`src/hw/rtl/bps_pkg.sv`:
```
// Shared types and constants for the byte pattern search block.
// No dependencies; every other file imports this package.
package bps_pkg;

  localparam int BYTE_W     = 8;
  localparam int PAT_BYTES  = 32;   // storage behind the four pattern registers
  localparam int PAT_WORDS  = 4;
  localparam int CFG_DATA_W = 64;
  localparam int CFG_IDX_W  = 3;
  localparam int LEN_REG_W  = 6;
  localparam int OFFSET_W   = 32;
  localparam int CALC_W     = 6;    // width for pattern index arithmetic

  typedef enum logic [CFG_IDX_W-1:0] {
    REG_PAT_WORD_0 = 3'd0,
    REG_PAT_WORD_1 = 3'd1,
    REG_PAT_WORD_2 = 3'd2,
    REG_PAT_WORD_3 = 3'd3,
    REG_PAT_LENGTH = 3'd4
  } cfg_reg_e;

  typedef logic [PAT_WORDS-1:0][CFG_DATA_W-1:0] pat_words_t;
  typedef logic [PAT_BYTES-1:0][BYTE_W-1:0]     pat_t;

  // item held in the input register, with the advance strobe
  typedef struct packed {
    logic              go;
    logic [BYTE_W-1:0] data_byte;
    logic              last_byte;
  } bps_step_t;

  // result produced by the matcher for the item in the input register
  typedef struct packed {
    logic                emit;
    logic                found;
    logic [OFFSET_W-1:0] match_offset;
  } bps_res_t;

endpackage

```
`src/hw/rtl/bps_ifs.sv`:
```
// Handshake channels of the byte pattern search block: data bytes in,
// results out, configuration writes. Depends on bps_pkg.
interface bps_stream_if import bps_pkg::*; ();
  logic              valid;
  logic              ready;
  logic [BYTE_W-1:0] data_byte;
  logic              last_byte;
  modport source (output valid, data_byte, last_byte, input ready);
  modport sink   (input valid, data_byte, last_byte, output ready);
endinterface

interface bps_result_if import bps_pkg::*; ();
  logic                valid;
  logic                ready;
  logic                found;
  logic [OFFSET_W-1:0] match_offset;
  modport source (output valid, found, match_offset, input ready);
  modport sink   (input valid, found, match_offset, output ready);
endinterface

interface bps_cfg_if import bps_pkg::*; ();
  logic                  valid;
  logic                  ready;
  logic [CFG_IDX_W-1:0]  index;
  logic [CFG_DATA_W-1:0] data;
  modport source (output valid, index, data, input ready);
  modport sink   (input valid, index, data, output ready);
endinterface

```
`src/hw/rtl/bps_cfg_regs.sv`:
```
// Configuration registers: pattern words and pattern length, with the
// length clamped to 1..PATTERN_MAX. Depends on bps_pkg and bps_cfg_if.
module bps_cfg_regs import bps_pkg::*; #(
  parameter int PATTERN_MAX = 32,
  localparam int LEN_W = $clog2(PATTERN_MAX + 1)
) (
  input  logic             clk,
  input  logic             rst,
  bps_cfg_if.sink          cfg,
  output pat_t             pattern,
  output logic [LEN_W-1:0] eff_len
);

  pat_words_t           pat_words;
  logic [LEN_REG_W-1:0] pattern_length;

  assign cfg.ready = 1'b1;

  always_ff @(posedge clk) begin
    if (rst) begin
      pat_words      <= '0;
      pattern_length <= LEN_REG_W'(1);
    end else if (cfg.valid) begin
      case (cfg_reg_e'(cfg.index))
        REG_PAT_WORD_0: pat_words[0] <= cfg.data;
        REG_PAT_WORD_1: pat_words[1] <= cfg.data;
        REG_PAT_WORD_2: pat_words[2] <= cfg.data;
        REG_PAT_WORD_3: pat_words[3] <= cfg.data;
        REG_PAT_LENGTH: pattern_length <= cfg.data[LEN_REG_W-1:0];
        default: ;  // unknown index: ignored
      endcase
    end
  end

  assign pattern = pat_t'(pat_words);

  always_comb begin
    if (pattern_length == '0)
      eff_len = LEN_W'(1);
    else if (pattern_length > LEN_REG_W'(PATTERN_MAX))
      eff_len = LEN_W'(PATTERN_MAX);
    else
      eff_len = LEN_W'(pattern_length);
  end

endmodule

```
`src/hw/rtl/bps_matcher.sv`:
```
// Search state (byte window, byte count, done flag) and the parallel
// window compare. Depends on bps_pkg.
module bps_matcher import bps_pkg::*; #(
  parameter int PATTERN_MAX = 32,
  localparam int LEN_W = $clog2(PATTERN_MAX + 1)
) (
  input  logic             clk,
  input  logic             rst,
  input  bps_step_t        step,
  input  pat_t             pattern,
  input  logic [LEN_W-1:0] eff_len,
  output bps_res_t         res
);

  logic [BYTE_W-1:0]   window [PATTERN_MAX-1];  // newest first
  logic [OFFSET_W-1:0] bytes_seen;
  logic                search_done;

  logic [BYTE_W-1:0]   cur      [PATTERN_MAX];
  logic [CALC_W-1:0]   pat_idx  [PATTERN_MAX];
  logic [PATTERN_MAX-1:0] lane_hit;
  logic [OFFSET_W-1:0] len_m1;
  logic                match;

  assign len_m1 = OFFSET_W'(eff_len) - OFFSET_W'(1);

  // lane k compares the k-th newest byte with pattern byte len-1-k
  always_comb begin
    for (int k = 0; k < PATTERN_MAX; k++) begin
      cur[k]      = (k == 0) ? step.data_byte : window[(k == 0) ? 0 : k - 1];
      pat_idx[k]  = CALC_W'(eff_len) - CALC_W'(k) - CALC_W'(1);
      lane_hit[k] = (CALC_W'(k) >= CALC_W'(eff_len))
                    || (pattern[pat_idx[k][$clog2(PAT_BYTES)-1:0]] == cur[k]);
    end
  end

  assign match = !search_done && (bytes_seen >= len_m1) && (&lane_hit);

  always_comb begin
    res.emit         = step.go && !search_done && (match || step.last_byte);
    res.found        = match;
    res.match_offset = match ? (bytes_seen - len_m1) : '0;
  end

  // window is payload: entries are only read once bytes_seen covers them
  always_ff @(posedge clk) begin
    if (step.go && !search_done && !match && !step.last_byte) begin
      window[0] <= step.data_byte;
      for (int i = 1; i < PATTERN_MAX - 1; i++)
        window[i] <= window[i-1];
    end
  end

  always_ff @(posedge clk) begin
    if (rst) begin
      bytes_seen  <= '0;
      search_done <= 1'b0;
    end else if (step.go) begin
      if (step.last_byte) begin
        bytes_seen  <= '0;
        search_done <= 1'b0;
      end else if (!search_done) begin
        if (match)
          search_done <= 1'b1;
        else if (bytes_seen != '1)
          bytes_seen <= bytes_seen + OFFSET_W'(1);
      end
    end
  end

endmodule

```
`src/hw/rtl/byte_pattern_search.sv`:
```
// Byte pattern search. Streams data bytes, one byte per handshake, and reports
// the zero-based offset of the first occurrence of the configured pattern
// (1..PATTERN_MAX bytes, set by pattern_length and the four pattern words).
// A found result is given for the matching byte, not at the last byte;
// later bytes of that search are swallowed up to the byte marked last. If
// the last byte arrives without a match, a not-found result (offset 0) is
// given. Either way the search restarts clean after the last byte. One byte
// per cycle is taken unless the result stalls. A byte passes the input
// register and the combinational window compare; its result is registered in the
// result register. The user writes configuration only while idle (not enforced).
module byte_pattern_search import bps_pkg::*; #(
  parameter int PATTERN_MAX = 32,
  localparam int LEN_W = $clog2(PATTERN_MAX + 1)
) (
  input logic         clk,
  input logic         rst,
  bps_stream_if.sink  stream,
  bps_result_if.source result,
  bps_cfg_if.sink     cfg
);

  pat_t             pattern;
  logic [LEN_W-1:0] eff_len;

  // input register
  logic              in_valid;
  logic [BYTE_W-1:0] in_byte;
  logic              in_last;

  // result register
  logic                res_valid;
  logic                res_found;
  logic [OFFSET_W-1:0] res_offset;

  logic      advance;
  bps_step_t step;
  bps_res_t  mres;

  bps_cfg_regs #(.PATTERN_MAX(PATTERN_MAX)) u_cfg (
    .clk     (clk),
    .rst     (rst),
    .cfg     (cfg),
    .pattern (pattern),
    .eff_len (eff_len)
  );

  // item moves out of the input register when the result slot is free
  // or being emptied this cycle
  assign advance      = in_valid && (!res_valid || result.ready);
  assign stream.ready = !in_valid || advance;

  assign step = '{go: advance, data_byte: in_byte, last_byte: in_last};

  bps_matcher #(.PATTERN_MAX(PATTERN_MAX)) u_match (
    .clk     (clk),
    .rst     (rst),
    .step    (step),
    .pattern (pattern),
    .eff_len (eff_len),
    .res     (mres)
  );

  always_ff @(posedge clk) begin
    if (rst) begin
      in_valid <= 1'b0;
    end else if (stream.ready) begin
      in_valid <= stream.valid;
    end
  end

  always_ff @(posedge clk) begin
    if (stream.ready && stream.valid) begin
      in_byte <= stream.data_byte;
      in_last <= stream.last_byte;
    end
  end

  always_ff @(posedge clk) begin
    if (rst) begin
      res_valid <= 1'b0;
    end else if (mres.emit) begin
      res_valid <= 1'b1;
    end else if (result.ready) begin
      res_valid <= 1'b0;
    end
  end

  always_ff @(posedge clk) begin
    if (mres.emit) begin
      res_found  <= mres.found;
      res_offset <= mres.match_offset;
    end
  end

  assign result.valid        = res_valid;
  assign result.found        = res_found;
  assign result.match_offset = res_offset;

endmodule

```
`src/flat_wrapper.sv`:
```
// flat-port wrapper written by rule: the top's interface ports become plain ports
module byte_pattern_search_flat import bps_pkg::*;
#(
  parameter int PATTERN_MAX = 32,
  localparam int LEN_W = $clog2(PATTERN_MAX + 1)
)
  (clk, rst, stream_valid, stream_data_byte, stream_last_byte, stream_ready, result_valid, result_found, result_match_offset, result_ready, cfg_valid, cfg_index, cfg_data, cfg_ready);
  bps_stream_if stream_i ();
  bps_result_if result_i ();
  bps_cfg_if cfg_i ();
  input logic clk;
  input logic rst;
  input wire logic [$bits(stream_i.valid)-1:0] stream_valid;
  input wire logic [$bits(stream_i.data_byte)-1:0] stream_data_byte;
  input wire logic [$bits(stream_i.last_byte)-1:0] stream_last_byte;
  output wire logic [$bits(stream_i.ready)-1:0] stream_ready;
  output wire logic [$bits(result_i.valid)-1:0] result_valid;
  output wire logic [$bits(result_i.found)-1:0] result_found;
  output wire logic [$bits(result_i.match_offset)-1:0] result_match_offset;
  input wire logic [$bits(result_i.ready)-1:0] result_ready;
  input wire logic [$bits(cfg_i.valid)-1:0] cfg_valid;
  input wire logic [$bits(cfg_i.index)-1:0] cfg_index;
  input wire logic [$bits(cfg_i.data)-1:0] cfg_data;
  output wire logic [$bits(cfg_i.ready)-1:0] cfg_ready;
  assign stream_i.valid = stream_valid;
  assign stream_i.data_byte = stream_data_byte;
  assign stream_i.last_byte = stream_last_byte;
  assign stream_ready = stream_i.ready;
  assign result_valid = result_i.valid;
  assign result_found = result_i.found;
  assign result_match_offset = result_i.match_offset;
  assign result_i.ready = result_ready;
  assign cfg_i.valid = cfg_valid;
  assign cfg_i.index = cfg_index;
  assign cfg_i.data = cfg_data;
  assign cfg_ready = cfg_i.ready;
  byte_pattern_search #(.PATTERN_MAX(PATTERN_MAX)) u_core (.clk(clk), .rst(rst), .stream(stream_i), .result(result_i), .cfg(cfg_i));
endmodule
```
`config.mk`:
```
export PLATFORM = sky130hd
export DESIGN_NAME = byte_pattern_search_flat
export DESIGN_NICKNAME = d
export VERILOG_FILES = /design/src/hw/rtl/bps_pkg.sv /design/src/hw/rtl/bps_ifs.sv /design/src/hw/rtl/bps_cfg_regs.sv /design/src/hw/rtl/bps_matcher.sv /design/src/hw/rtl/byte_pattern_search.sv /design/src/flat_wrapper.sv
export SDC_FILE = /design/constraint.sdc
export NUM_CORES = 2
export LEC_CHECK = 0
export BUFFER_PORTS_ARGS = -buffer_cell sky130_fd_sc_hd__buf_2
export CAP_MARGIN = 30
export CORE_MARGIN = 2
export CORE_UTILIZATION = 30
export CTS_CLUSTER_SIZE = 8
export DETAILED_ROUTE_END_ITERATION = 12
export PLACE_DENSITY = 0.48
export SYNTH_ARGS = -nofsm -noshare
export SYNTH_HDL_FRONTEND = slang
export SYNTH_SLANG_ARGS = --single-unit
```
`constraint.sdc`:
```
create_clock -name clk -period 26.9 [get_ports clk]
set_clock_uncertainty 0.15 [all_clocks]
set_input_delay 8.07 -clock clk [delete_from_list [all_inputs] [get_ports clk]]
set_output_delay 8.07 -clock clk [all_outputs]
set_load 0.05 [all_outputs]
```
==> results.ini <==
[status]
outcome=finished clean

[floorplanning]
die_x_um=403
core-area_sq_um=158000
initial_core_util_pct=30.2
pin_count=117
num_rows=146
die_h_um=403
die_area_sq_um=163000

[critical_path]
worstPathMaxFanout=3
start_kind=input port
cp_top_family=buffers and inverters
crit_slowest_cell=buf_2
cpPeakStageDelay_ns=0.23
cp.arrival_ns=8.58
critPathKind=input port to output port
path_buf_inv=2
cp_cell_sequence=buf_2 -> nand3b_1 -> buf_2
cp.required_ns=18.68
ff2ff_setup_slack_ns=17.13
cpMostUsedCell=buf_2
crit_path_end_kind=output port

[synthesis]
ys_warn_count=0
syn_inst=5519
async_flop_share_pct=0
ys_types=104
synth-edff-count=290
seq_area_frac_synth_pct=30.6
synth_ff_type=dfxtp_1
syn-num-nets=5642
netlist_area_sq_um=47800
ys_ff_latch=587
syn_area_per_cell_sq_um=8.67

[route]
drt-vias-per-instance=6.49
vias=49553
route.detailed.drc=0
routedWlPerCell_um=40.3
drt_iter0_markers=6992
ant_nets=0
routed_wl_um=308000
drtPass1Iterations=6

[clock_network]
clk_latency_ns=0.73
post_cts_resized=0
clock_path_buffers=3
post-cts-setup-buffers=0
h-tree-depth=3
root_buffer=clkbuf_16
numCtsBuffers=86
clkTransAtPathRegs_ns=0.05
cts_tree=built
clock-sinks=587
ctsHoldBuffers=0

[placed_design]
pre_cts_slack_ns=10.10
dp_cells=7494
port_buffers=115
routabilityCongestion=1.06
dp_hpwl_um=241000
post_dp_cell_area_sq_um=51300

[sta]
timing.slew.headroom_pct=12.4
holdWs_ns=0.319
rsz0062_at_grt=false
drv_slew=0
hold_viol=0
setup_ws_ns=10.10
post-route-period-util_pct=62.4
fmax_mhz=59.5
worst_pin_slew_ns=1.31
post-route-min-period_ns=16.80
finalSetupViolations=0
setup-tns-final_ns=0

[global_routing]
grt_max_degree=145
grt_pass1_wl_um=407000
grt_pass1_vias=44871
grt_overflow=0
grt_usage_pct=36.6
antenna_found_initial=18

[power_and_ir_drop]
swShare_pct=32.8
combPwrFrac_pct=20.0
switching_power_mw=0.846
vdd_ir_drop_max_uv=48.4
seq_power_share_pct=38.9
p_leak_nw=18.7
p_total_mw=2.58
intPower_mw=1.73
clkPwrFrac_pct=41.1
p_per_area_nw_per_um2=47.8

[layout]
mostFrequentLayoutCells=nand2_1, a21oi_1, mux2i_1
final-seq-area_sq_um=14700
multi_input_area_sq_um=31500
finalInstanceArea_sq_um=54000
drive_gt1_share_pct=16.4
fillers=16438
final_util_pct=34.1
fin_cells=7639
fin_nets=5644
areaGrowthSynthToFinish_pct=12.9
final_common_cell=nand2_1

[min_path]
hp-class=flop to flop

[run]
drv_cap=0

path summary, 6_finish.rpt:
check | startpoint | end | cells past startpoint
worst max-delay path | result_ready | stream_ready | 3
worst min-delay path | u_core.u_match.window[1][95] | u_core.u_match.window[1][103] | 0
worst max register to register | u_core.u_cfg.pattern_length[1] | u_core.u_match.window[0][80] | 23
worst min register to register | u_core.u_match.window[1][95] | u_core.u_match.window[1][103] | 0
metal layers:
| metal | vias to the layer above | wire length [um] | track usage, % |
|---|---|---|---|
| li1 | 20889 | - | - |
| met1 | 24840 | 125000 | 47.7 |
| met2 | 3081 | 124000 | 51.4 |
| met3 | 739 | 31200 | 10.0 |
| met4 | 4 | 27300 | 26.9 |
| met5 | - | 160 | 0 |
flip-flops by register name, indices dropped and copies added (netlist names), 6 cells and up:
name                         flops
u_core.in_byte                   8
u_core.result.match_offset      32
u_core.u_cfg.pattern           256
u_core.u_cfg.pattern_length      6
u_core.u_match.bytes_seen       32
u_core.u_match.window          248
area by class of cell:
cell class / count / share of cell area, %
multi-input cells: 4429 / 58.3
inverters: 67 / 0.475
clock inverters: 10 / 0.452
diodes: 8 / 0.0371
clock buffers: 116 / 4.25
flip-flops and latches: 587 / 27.2
well taps: 2072 / 4.80
repair buffers: 350 / 4.50
kinds of logic after synthesis:
group	Yosys count	synth area share (%)
buffers and inverters	503	4.44
and+or+nand+nor	1875	19.1
adders and majority gates	43	1.14
AOI/OAI and AO/OA	1441	21.5
xor gates and xnor gates	486	8.90
other	1	0.00784
muxes	583	14.2
DFF	587	30.6
synthesized netlist by cell type (all sizes together), types with 103 or more instances:
cell | count | area (sq um)
a21oi | 431 | 2170
a211oi | 130 | 981
buf | 166 | 858
mux2i | 344 | 3440
nor2 | 254 | 956
clkbuf | 270 | 1010
dfxtp | 297 | 5950
xor2 | 174 | 1520
xnor2 | 312 | 2730
or3 | 158 | 988
o21ai | 128 | 652
nand3 | 103 | 515
nand2 | 735 | 2760
mux2 | 180 | 2030
nor3 | 210 | 1050
edfxtp | 290 | 8710
power groups by stage:
stage	sequential (mW)	clock, mW	combinational (mW)
floorplan	1.00	0	0.283
global placement	1.02	0	0.488
detailed placement	1.02	0	0.492
CTS	1.00	1.08	0.494
global route	1.00	1.12	0.528
finish	1.00	1.06	0.517
Power figures use the tool's default switching activity.
